<file path="config.mk">
export PLATFORM = sky130hd
export DESIGN_NAME = link_layer_header_parser_flat
export DESIGN_NICKNAME = d
export VERILOG_FILES = /design/src/rtl/lhp_pkg.sv /design/src/rtl/lhp_intf.sv /design/src/rtl/link_layer_header_parser.sv /design/src/flat_wrapper.sv
export SDC_FILE = /design/constraint.sdc
export NUM_CORES = 1
export LEC_CHECK = 0
export BUFFER_PORTS_ARGS = -buffer_cell sky130_fd_sc_hd__clkbuf_2
export CORE_AREA = 2 2 148 150
export CTS_CLUSTER_DIAMETER = 100
export CTS_CLUSTER_SIZE = 16
export DETAILED_ROUTE_END_ITERATION = 8
export DIE_AREA = 0 0 150 152
export PLACE_DENSITY = 0.58
export SYNTH_ARGS = -nofsm -noshare
export SYNTH_HDL_FRONTEND = slang
export SYNTH_SLANG_ARGS = --single-unit
</file>
<file path="constraint.sdc">
create_clock -name clk -period 8.3 [get_ports clk]
set_input_delay 0.415 -clock clk [delete_from_list [all_inputs] [get_ports clk]]
set_output_delay 0.415 -clock clk [all_outputs]
set_load 0.05 [all_outputs]
</file>
<file path="src/rtl/lhp_pkg.sv">
// shared types, codes and helper functions for the link layer header parser
package lhp_pkg;

  localparam int MAX_VLAN_TAGS = 4;

  localparam logic [2:0] LINK_RAW    = 3'd0;
  localparam logic [2:0] LINK_ETH    = 3'd1;
  localparam logic [2:0] LINK_TAGGED = 3'd2;
  localparam logic [2:0] LINK_PPP    = 3'd3;
  localparam logic [2:0] LINK_HDLC   = 3'd4;
  localparam logic [2:0] LINK_COOKED = 3'd5;

  localparam logic [1:0] STAT_OK        = 2'd0;
  localparam logic [1:0] STAT_TOO_SHORT = 2'd1;
  localparam logic [1:0] STAT_NO_MAGIC  = 2'd2;

  localparam logic [7:0]  FLAG_NO_L2 = 8'h02;
  localparam logic [7:0]  FLAG_EXT   = 8'h80;
  localparam logic [15:0] TYPE_VLAN  = 16'h8100;
  localparam logic [15:0] TYPE_IP4   = 16'h0800;
  localparam logic [15:0] TYPE_IP6   = 16'h86DD;
  localparam logic [15:0] TYPE_PPP_IP = 16'h0021;

  typedef enum logic [3:0] {
    PH_HEAD = 4'd0,
    PH_EXT  = 4'd1,
    PH_IP   = 4'd2,
    PH_ETH  = 4'd3,
    PH_DONE = 4'd4,
    PH_DEEP = 4'd5
  } phase_t;

  function automatic logic [15:0] ip_type(input logic [7:0] b);
    logic [15:0] t;
    unique case (b[7:4])
      4'd4:    t = TYPE_IP4;
      4'd6:    t = TYPE_IP6;
      default: t = 16'h0000;
    endcase
    return t;
  endfunction

  // "MGC" prefix of the vendor header
  function automatic logic [7:0] magic_char(input logic [1:0] i);
    logic [7:0] c;
    unique case (i)
      2'd0:    c = 8'h4D;
      2'd1:    c = 8'h47;
      2'd2:    c = 8'h43;
      default: c = 8'h00;
    endcase
    return c;
  endfunction

endpackage

</file>
<file path="src/rtl/lhp_intf.sv">
// handshake channel interfaces for the link layer header parser
interface lhp_in_if;
  logic       valid;
  logic       ready;
  logic [7:0] data_byte;
  logic       last_byte;
  modport source (output valid, data_byte, last_byte, input ready);
  modport sink   (input valid, data_byte, last_byte, output ready);
endinterface

interface lhp_out_if;
  logic        valid;
  logic        ready;
  logic [15:0] proto_type;
  logic [15:0] l2_length;
  logic [1:0]  status;
  modport source (output valid, proto_type, l2_length, status, input ready);
  modport sink   (input valid, proto_type, l2_length, status, output ready);
endinterface

interface lhp_cfg_if;
  logic       valid;
  logic       ready;
  logic [2:0] link_type;
  modport source (output valid, link_type, input ready);
  modport sink   (input valid, link_type, output ready);
endinterface

</file>
<file path="src/rtl/link_layer_header_parser.sv">
// link layer header parser top level: byte stream in, protocol type and header length out
// Takes one packet byte per clock with no bubbles, as long as the result register is not
// blocked; a byte passes an input register, then the header state and, on the last byte,
// the result register. Only a last beat that meets a full, stalled result register holds
// the input. The link type is written through cfg_bus, which is always ready, and must
// only change while no beat is in flight.
module link_layer_header_parser
  import lhp_pkg::*;
(
  input  logic       clk,
  input  logic       rst_n,
  lhp_in_if.sink     in_bus,
  lhp_out_if.source  out_bus,
  lhp_cfg_if.sink    cfg_bus
);

  logic [2:0]  link_r;

  logic        s_vld_r;
  logic [7:0]  s_byte_r;
  logic        s_last_r;

  logic [15:0] idx_r, idx_nxt;
  logic [16:0] off_r, off_nxt;
  logic [15:0] type_r, type_nxt;
  logic [7:0]  flag_r, flag_nxt;
  logic [2:0]  tag_r, tag_nxt;
  phase_t      ph_r, ph_nxt;
  logic        bad_r, bad_nxt;

  logic        out_vld_r;
  logic [15:0] et_r, et_nxt;
  logic [15:0] len_r, len_nxt;
  logic [1:0]  st_r, st_nxt;

  logic        take;
  logic        adv;
  logic        stall;
  logic        eth_run;
  logic        fix_run;
  logic [15:0] fix_pos;
  logic [17:0] eth_pos;
  logic [17:0] idx_w;
  logic [15:0] t_join;
  logic [15:0] f_join;

  assign stall          = s_vld_r && s_last_r && out_vld_r && !out_bus.ready;
  assign adv            = s_vld_r && !stall;
  assign in_bus.ready   = !stall;
  assign cfg_bus.ready  = 1'b1;

  assign take    = (idx_r != 16'hFFFF);
  assign idx_w   = {2'b00, idx_r};
  assign eth_pos = {1'b0, off_r} + 18'd12 + {13'd0, tag_r, 2'b00};
  assign t_join  = type_r | {8'h00, s_byte_r};

  // per-byte header state update
  always_comb begin
    idx_nxt  = take ? idx_r + 16'd1 : idx_r;
    off_nxt  = off_r;
    type_nxt = type_r;
    flag_nxt = flag_r;
    tag_nxt  = tag_r;
    ph_nxt   = ph_r;
    bad_nxt  = bad_r;
    eth_run  = 1'b0;
    fix_run  = 1'b0;
    fix_pos  = 16'd2;
    f_join   = t_join;
    if (take) begin
      unique case (link_r)
        LINK_RAW: begin
          if (ph_r == PH_HEAD && idx_r == 16'd0) begin
            type_nxt = ip_type(s_byte_r);
            ph_nxt   = PH_DONE;
          end
        end
        LINK_ETH: begin
          if (ph_r == PH_HEAD || ph_r == PH_ETH) begin
            ph_nxt  = PH_ETH;
            eth_run = 1'b1;
          end
        end
        LINK_TAGGED: begin
          unique case (ph_r)
            PH_HEAD: begin
              if (idx_r < 16'd3) begin
                if (s_byte_r != magic_char(idx_r[1:0])) bad_nxt = 1'b1;
              end else if (idx_r == 16'd3) begin
                flag_nxt = s_byte_r;
                if ((s_byte_r & FLAG_EXT) != 8'h00) begin
                  ph_nxt = PH_EXT;
                end else begin
                  off_nxt = 17'd4;
                  ph_nxt  = ((s_byte_r & FLAG_NO_L2) != 8'h00) ? PH_IP : PH_ETH;
                end
              end
            end
            PH_EXT: begin
              if (idx_r == 16'd4) begin
                off_nxt = {1'b0, s_byte_r, 8'h00};
              end else if (idx_r == 16'd5) begin
                off_nxt = (off_r | {9'd0, s_byte_r}) + 17'd6;
                ph_nxt  = ((flag_r & FLAG_NO_L2) != 8'h00) ? PH_IP : PH_ETH;
              end
            end
            PH_IP: begin
              if ({1'b0, idx_r} == off_r) begin
                type_nxt = ip_type(s_byte_r);
                ph_nxt   = PH_DONE;
              end
            end
            PH_ETH:  eth_run = 1'b1;
            default: ;
          endcase
        end
        LINK_PPP, LINK_HDLC: begin
          fix_run = (ph_r == PH_HEAD);
          fix_pos = 16'd2;
        end
        LINK_COOKED: begin
          fix_run = (ph_r == PH_HEAD);
          fix_pos = 16'd14;
        end
        default: ;
      endcase
    end

    if (eth_run) begin
      if (idx_w == eth_pos) begin
        type_nxt = {s_byte_r, 8'h00};
      end else if (idx_w == eth_pos + 18'd1) begin
        type_nxt = t_join;
        if (t_join == TYPE_VLAN) begin
          if (tag_r < 3'(MAX_VLAN_TAGS)) tag_nxt = tag_r + 3'd1;
          else ph_nxt = PH_DEEP;
        end else begin
          ph_nxt = PH_DONE;
        end
      end
    end

    if (fix_run) begin
      if (idx_r == fix_pos) begin
        type_nxt = {s_byte_r, 8'h00};
      end else if (idx_r == fix_pos + 16'd1) begin
        if (link_r == LINK_PPP && t_join == TYPE_PPP_IP) f_join = TYPE_IP4;
        type_nxt = f_join;
        ph_nxt   = PH_DONE;
      end
    end
  end

  // result of a packet from the state after its last byte
  always_comb begin
    et_nxt  = 16'h0000;
    len_nxt = 16'h0000;
    st_nxt  = STAT_OK;
    unique case (link_r)
      LINK_RAW: begin
        if (ph_nxt == PH_DONE) et_nxt = type_nxt;
      end
      LINK_ETH, LINK_TAGGED: begin
        if (link_r == LINK_TAGGED && idx_nxt < 16'd4) begin
          st_nxt = STAT_TOO_SHORT;
        end else if (link_r == LINK_TAGGED && bad_nxt) begin
          st_nxt = STAT_NO_MAGIC;
        end else if (ph_nxt == PH_DONE) begin
          et_nxt = type_nxt;
          if (link_r == LINK_TAGGED && (flag_nxt & FLAG_NO_L2) != 8'h00)
            len_nxt = off_nxt[15:0];
          else
            len_nxt = off_nxt[15:0] + 16'd14 + {11'd0, tag_nxt, 2'b00};
        end else begin
          st_nxt = STAT_TOO_SHORT;
        end
      end
      LINK_PPP, LINK_HDLC, LINK_COOKED: begin
        if (ph_nxt == PH_DONE) begin
          et_nxt  = type_nxt;
          len_nxt = (link_r == LINK_COOKED) ? 16'd16 : 16'd4;
        end else begin
          st_nxt = STAT_TOO_SHORT;
        end
      end
      default: ;
    endcase
  end

  always_ff @(posedge clk) begin
    if (!rst_n) begin
      link_r <= LINK_ETH;
    end else if (cfg_bus.valid) begin
      link_r <= cfg_bus.link_type;
    end
  end

  // input register
  always_ff @(posedge clk) begin
    if (!rst_n) begin
      s_vld_r <= 1'b0;
    end else if (in_bus.ready) begin
      s_vld_r <= in_bus.valid;
    end
  end

  always_ff @(posedge clk) begin
    if (in_bus.ready) begin
      s_byte_r <= in_bus.data_byte;
      s_last_r <= in_bus.last_byte;
    end
  end

  // packet state, cleared after every last beat
  always_ff @(posedge clk) begin
    if (!rst_n) begin
      idx_r  <= 16'd0;
      off_r  <= 17'd0;
      type_r <= 16'd0;
      flag_r <= 8'd0;
      tag_r  <= 3'd0;
      ph_r   <= PH_HEAD;
      bad_r  <= 1'b0;
    end else if (adv) begin
      if (s_last_r) begin
        idx_r  <= 16'd0;
        off_r  <= 17'd0;
        type_r <= 16'd0;
        flag_r <= 8'd0;
        tag_r  <= 3'd0;
        ph_r   <= PH_HEAD;
        bad_r  <= 1'b0;
      end else begin
        idx_r  <= idx_nxt;
        off_r  <= off_nxt;
        type_r <= type_nxt;
        flag_r <= flag_nxt;
        tag_r  <= tag_nxt;
        ph_r   <= ph_nxt;
        bad_r  <= bad_nxt;
      end
    end
  end

  // result register
  always_ff @(posedge clk) begin
    if (!rst_n) begin
      out_vld_r <= 1'b0;
    end else if (adv && s_last_r) begin
      out_vld_r <= 1'b1;
    end else if (out_bus.ready) begin
      out_vld_r <= 1'b0;
    end
  end

  always_ff @(posedge clk) begin
    if (adv && s_last_r) begin
      et_r  <= et_nxt;
      len_r <= len_nxt;
      st_r  <= st_nxt;
    end
  end

  assign out_bus.valid      = out_vld_r;
  assign out_bus.proto_type = et_r;
  assign out_bus.l2_length  = len_r;
  assign out_bus.status     = st_r;

endmodule
</file>
<file path="src/flat_wrapper.sv">
// flat-port wrapper written by rule: the top's interface ports become plain ports
module link_layer_header_parser_flat import lhp_pkg::*;
  (clk, rst_n, in_bus_valid, in_bus_data_byte, in_bus_last_byte, in_bus_ready, out_bus_valid, out_bus_proto_type, out_bus_l2_length, out_bus_status, out_bus_ready, cfg_bus_valid, cfg_bus_link_type, cfg_bus_ready);
  lhp_in_if in_bus_i ();
  lhp_out_if out_bus_i ();
  lhp_cfg_if cfg_bus_i ();
  input  logic clk;
  input  logic rst_n;
  input wire logic [$bits(in_bus_i.valid)-1:0] in_bus_valid;
  input wire logic [$bits(in_bus_i.data_byte)-1:0] in_bus_data_byte;
  input wire logic [$bits(in_bus_i.last_byte)-1:0] in_bus_last_byte;
  output wire logic [$bits(in_bus_i.ready)-1:0] in_bus_ready;
  output wire logic [$bits(out_bus_i.valid)-1:0] out_bus_valid;
  output wire logic [$bits(out_bus_i.proto_type)-1:0] out_bus_proto_type;
  output wire logic [$bits(out_bus_i.l2_length)-1:0] out_bus_l2_length;
  output wire logic [$bits(out_bus_i.status)-1:0] out_bus_status;
  input wire logic [$bits(out_bus_i.ready)-1:0] out_bus_ready;
  input wire logic [$bits(cfg_bus_i.valid)-1:0] cfg_bus_valid;
  input wire logic [$bits(cfg_bus_i.link_type)-1:0] cfg_bus_link_type;
  output wire logic [$bits(cfg_bus_i.ready)-1:0] cfg_bus_ready;
  assign in_bus_i.valid = in_bus_valid;
  assign in_bus_i.data_byte = in_bus_data_byte;
  assign in_bus_i.last_byte = in_bus_last_byte;
  assign in_bus_ready = in_bus_i.ready;
  assign out_bus_valid = out_bus_i.valid;
  assign out_bus_proto_type = out_bus_i.proto_type;
  assign out_bus_l2_length = out_bus_i.l2_length;
  assign out_bus_status = out_bus_i.status;
  assign out_bus_i.ready = out_bus_ready;
  assign cfg_bus_i.valid = cfg_bus_valid;
  assign cfg_bus_i.link_type = cfg_bus_link_type;
  assign cfg_bus_ready = cfg_bus_i.ready;
  link_layer_header_parser u_core (.clk(clk), .rst_n(rst_n), .in_bus(in_bus_i), .out_bus(out_bus_i), .cfg_bus(cfg_bus_i));
endmodule
</file>
# ---- After elaboration in Yosys (flattened, before gate mapping)
# Index checks and enable logic that the tools add are counted.
dict set report totals {
  regBits 106
  latch_bits 0
  mem_bits_rw 0
  romBits 0
  in_bits 17
  output_inout_bits 37
  elab_cells 179
  memories 0
}
dict set report classes {
  addsub 9
  multipliers 0
  div 0
  n_lt_le_gt_ge 3
  n_eq_ne 29
  n_shift 0
  mux 95
  bitwise_logic 2
  reduce_logical 25
}
# operator count
set ops {}
lappend ops {{two-way mux 16 bit} 22}
lappend ops {{two-way mux 17 bit} 8}
lappend ops {{one-hot mux 16 bit (2 select lines)} 4}
lappend ops {{two-way mux 4 bit} 19}
lappend ops {{== test 16 x 18 -> 1 bit} 2}
lappend ops {{one-hot mux 17 bit (2 select lines)} 1}
lappend ops {{== test 16 x 3 -> 1 bit, second input constant} 2}
lappend ops {{two-way mux 8 bit} 4}
lappend ops {{one-hot mux 4 bit (3 select lines)} 2}
lappend ops {{one-hot mux 7 bit (3 select lines)} 1}
lappend ops {{adder 17 x 4 -> 18 bit, second input constant} 1}
lappend ops {{adder 18 x 1 -> 18 bit, second input constant} 1}
lappend ops {{adder 18 x 5 -> 18 bit} 1}
lappend ops {{two-way mux 2 bit} 9}
lappend ops {{two-way mux 3 bit} 6}
lappend ops {{adder 17 x 3 -> 17 bit, second input constant} 1}
lappend ops {{== test 16 x 17 -> 1 bit} 1}
lappend ops {{bitwise OR 17 x 8 -> 17 bit} 1}
lappend ops {{adder 16 x 1 -> 16 bit, second input constant} 1}
lappend ops {{adder 16 x 4 -> 16 bit, second input constant} 1}
lappend ops {{adder 16 x 5 -> 16 bit} 1}
lappend ops {{== test 16 bit} 1}
lappend ops {{== test 16 bit, second input constant} 1}
lappend ops {{== test 16 x 2 -> 1 bit, second input constant} 1}
lappend ops {{38 further kinds} 71}

# ---- Depth between registers and ports, before layout
dict set report depth {
  word_depth 20
  depth_mapped 31
  ltp_nobuf 29
}

# ---- Least setup slack after synthesis
# Ideal clock, no wire load.
dict set report synth_path {
  path_type {register -> register}
  from {register u_core.off_r[3]}
  to {register u_core.len_r[14] (netlist: u_core.out_bus.l2_length[14]), data pin}
  setup_ns 0.259
  arrival_ns 5.574
  required_ns 8.041
  slack_ns 2.467
  stages_incl_launch_ff 31
  path_buffers 1
  synth_period_minus_slack_ns 5.833
  path_cell_list {dfxtp_1 inv_1 ha_1 inv_1 ha_1 inv_1 fa_1 and2b_1 o21ai_2 mux2i_1 or3b_1 o31a_1 nor4_1 nand4_1 nor2_1 buf_2 nand2_1 xnor2_1 ha_1 inv_1 ha_1 inv_1 fa_1 nor2b_1 o21ai_0 a21oi_1 nand3_1 nor2b_1 nand3_1 xor2_1 nor3_2}
}
dict set report synth_between {
  elab_chain_cells 18
  word_cells_on_any_way 39
  cone_classes {6 x add/sub; 4 x eq/ne; 28 x mux; 1 x bitwise}
}
# element line
set synth_lines {}
lappend synth_lines {{start: declaration} link_layer_header_parser.sv:24} ;# logic [16:0] off_r, off_nxt;
lappend synth_lines {{start signal: assignment} link_layer_header_parser.sv:235} ;# off_r <= off_nxt;
lappend synth_lines {{parallel branches: the longest is 14 deep, another holds adder 17 x 4 -> 18 bit} n/a}
lappend synth_lines {{two-way mux 16 bit (*)} link_layer_header_parser.sv:168} ;# end else if (ph_nxt == PH_DONE) begin
lappend synth_lines {{two-way mux 16 bit (*)} link_layer_header_parser.sv:166} ;# end else if (link_r == LINK_TAGGED && bad_nxt) begin
lappend synth_lines {{two-way mux 16 bit (*)} link_layer_header_parser.sv:164} ;# if (link_r == LINK_TAGGED && idx_nxt < 16'd4) begin
lappend synth_lines {{one-hot mux 16 bit (2 select lines) (*)} link_layer_header_parser.sv:159} ;# unique case (link_r)
lappend synth_lines {{net u_core.len_nxt[14]} link_layer_header_parser.sv:33} ;# logic [15:0] len_r, len_nxt;
lappend synth_lines {{end signal: assignment} link_layer_header_parser.sv:259} ;# len_r <= len_nxt;
lappend synth_lines {{end: declaration} link_layer_header_parser.sv:33}
# Mark *: on every way through the listed nets, which the timed path passes. The select of a mux whose other input is x is not followed.
# A chain may end at the register's enable or synchronous reset.

# ---- Worst setup path after layout
# Same ends and word-level chain as after synthesis.

==> qor.csv <==
stage,metric,value,unit
detailed_routing,vias,7896,
sta,rsz0062_at_grt,no,
sta,finalClockSkew,0.0131,ns
clock_tree,clockBufferDepth,2,
clock_tree,hold_buffers,0,
clock_tree,insertion_delay,0.37,ns
yosys,synth_area_per_cell,8.11,sq um
worst_setup_path,cp_top_family,simple AND/OR/NAND/NOR gates,
detailed_routing,route.detailed.wl_per_inst,20.1,um
finish,diodes,0,
sta,drv_slew,0,
global_route,grt_pass1_wl,42000,um
worst_setup_path,cp.required,8.39,ns
sta,finalSetupViolations,0,
sta,fin_crit_sh,78.6,%
placed_design,dp_hpwl,19100,um
finish,layout_common_cells,"84 x nor2_1, 70 x nand2_1, 63 x dfxtp_1",
sta,fmax,153,MHz
placed_design,finalWeightedCongestion,0.963,
yosys,syn_area,8350,sq um
sta,hold_violations,0,
clock_tree,numCtsBuffers,9,
die,coreArea,21400,sq um
detailed_routing,drtAntennaViolNets,0,
clock_tree,path_clk_slew,0.08,ns
detailed_routing,drtIter0Drc,927,
finish,fillerInstances,2214,
power,ir_drop,0.0904,mV
sta,worst_slew_pin_slew,1.19,ns
finish,fin_nets,1061,
global_route,grt_pass1_vias,7243,
sta,slew_headroom,18.7,%
yosys,ys_warn_count,0,
finish,area_growth_syn_to_layout,7.57,%
placed_design,port-buffer-count,52,
yosys,yosys.area.top_type,edfxtp_1,
power,total_power,1110,uW
clock_tree,cts_htree_levels,3,
clock_tree,cts_sinks,106,
worst_setup_path,crit_arrival,6.62,ns
sta,whs,0.217,ns
worst_setup_path,startpoint_type,register,
detailed_routing,firstDrtPassIters,6,
worst_setup_path,cp.buffers_inverters,6,
yosys,synth_cells,1030,
power,power.density,124,nW/um^2
yosys,yosysTopAreaCellShare,15.5,%
worst_setup_path,critPathMaxStageDelay,0.42,ns
finish,layout_commonest_cell,nor2_1,
power,leakagePower,0.00305,uW
run_status,status,"complete, no violations",
sta,fin_crit,6.53,ns
sta,fin_setup_tns,0,ns
clock_tree,cts_setup_buffers,0,
die,die-area,22800,sq um
worst_setup_path,cp_slowest_cell,dfxtp_1,
global_route,antenna_found_initial,0,
global_route,grtUsageTotal,23.5,%
yosys,synthesis.nets,1069,
yosys,synth_edf_count,43,
die,num_rows,54,
die,die_h,152,um
worst_setup_path,critPathMaxFanout,12,
worst_setup_path,end_kind,register,
die,die_x,150,um
yosys,synthTopCellsByArea,"edfxtp_1 15%, dfxtp_1 15%, xnor2_1 4.9%",
clock_tree,cts_resized,0,
die,io-pin-count,54,
yosys,seq_area_frac_synth,30.6,%
placed_design,dp_slack,1.84,ns
detailed_routing,remaining_drc_errors,0,
worst_setup_path,path_class,register to register,
clock_tree,cts_root_buffer,clkbuf_16,
finish,drive_above_1_share,11.9,%
detailed_routing,finalWirelength,26300,um
yosys,ys_ff_latch,106,
yosys,synth_cell_types,91,
worst_setup_path,crit_top_cell,inv_1,
yosys,synth-main-ff-cell,dfxtp_1,
worst_hold_path,hp-class,primary input to register,
yosys,async_reset_ff_share,0,%
detailed_routing,vias_per_cell,6.04,
global_route,overflow,0,
die,start_util,39.1,%
sta,layout_setup_ws,1.77,ns
run,drv_cap,0,
global_route,grt_max_degree,56,
clock_tree,cts_tree,yes,
-- metal layers --
metal	GRT usage [%]	vias to the layer above	wire, um
met3	3.60	41	1950
met5	0	-	0
met4	8.63	0	702
li1	-	3811	-
met1	34.8	3748	12000
met2	34.4	296	11600
-- per-stage QoR --
step	utilization, %	std cells	cell area (sq um)
after floorplan	-	1030	8350
after global placement	40.7	1291	8690
after detailed placement	40.7	1291	8690
after CTS	42.1	1307	8980
after global routing	42.1	1307	8980
final	42.1	1307	8980
-- report_power, final --
group	switching (uW)	internal, uW
clock	222	213
combinational	79.1	33.6
sequential	18.2	548
total	320	795
-- kinds of logic after synthesis --
group	after synthesis	share of synthesized area, %
and+or+nand+nor	431	28.7
adders and majority gates	22	3.48
xor gates and xnor gates	63	6.61
buffers and inverters	116	5.72
muxes	13	1.57
AOI/OAI and AO/OA	278	23.3
other	1	0.0449
DFF	106	30.6
-- path summary, 6_finish.rpt --
kind,start,to,slack (ns),depth (start not counted)
worst max-delay path,u_core.off_r[3],u_core.out_bus.l2_length[14],1.77,30
worst min-delay path,in_bus_last_byte,u_core.s_last_r,0.22,1
worst max register to register,u_core.off_r[3],u_core.out_bus.l2_length[14],1.77,30
worst min register to register,u_core.type_r[1],u_core.type_r[1],0.51,2
-- Yosys cell counts, types with 12 or more instances --
cell and instances:
nand2_1 70, nand3_1 31, nor2b_1 37, inv_1 36
dfxtp_1 63, nand4_1 22, o31ai_1 12, nor2_1 85
clkbuf_1 58, o21ai_0 55, xor2_1 16, a22oi_1 20
nand2b_1 12, buf_2 16, nor4_1 23, a211oi_1 13
ha_1 20, and3_1 13, o22ai_1 12, and2_1 23
edfxtp_1 43, nor3_1 44, mux2i_1 12, xnor2_1 47
a21oi_1 48, a31oi_1 19
-- layout make-up --
class	instances	area [sq um]	share of cell area (%)
Multi-Input combinational cell	808	5330	59.3
Sequential cell	106	2550	28.4
Tap cell	280	350	3.90
Timing Repair Buffer	61	328	3.65
Clock buffer	9	225	2.51
Inverter	36	135	1.50
Clock inverter	7	63.8	0.711
-- state kept, by name, indices dropped and copies added, names as in the netlist --
name and count:
u_core.out_bus.valid 1, u_core.s_byte_r 8, u_core.off_r 17, u_core.ph_r 4, u_core.out_bus.proto_type 16, u_core.out_bus.l2_length 16, u_core.link_r 3, u_core.bad_r 1
u_core.idx_r 16, u_core.s_vld_r 1, u_core.tag_r 3, u_core.out_bus.status 2, u_core.flag_r 1, u_core.s_last_r 1, u_core.type_r 16
Note: power is estimated with default switching activity, not from simulation.
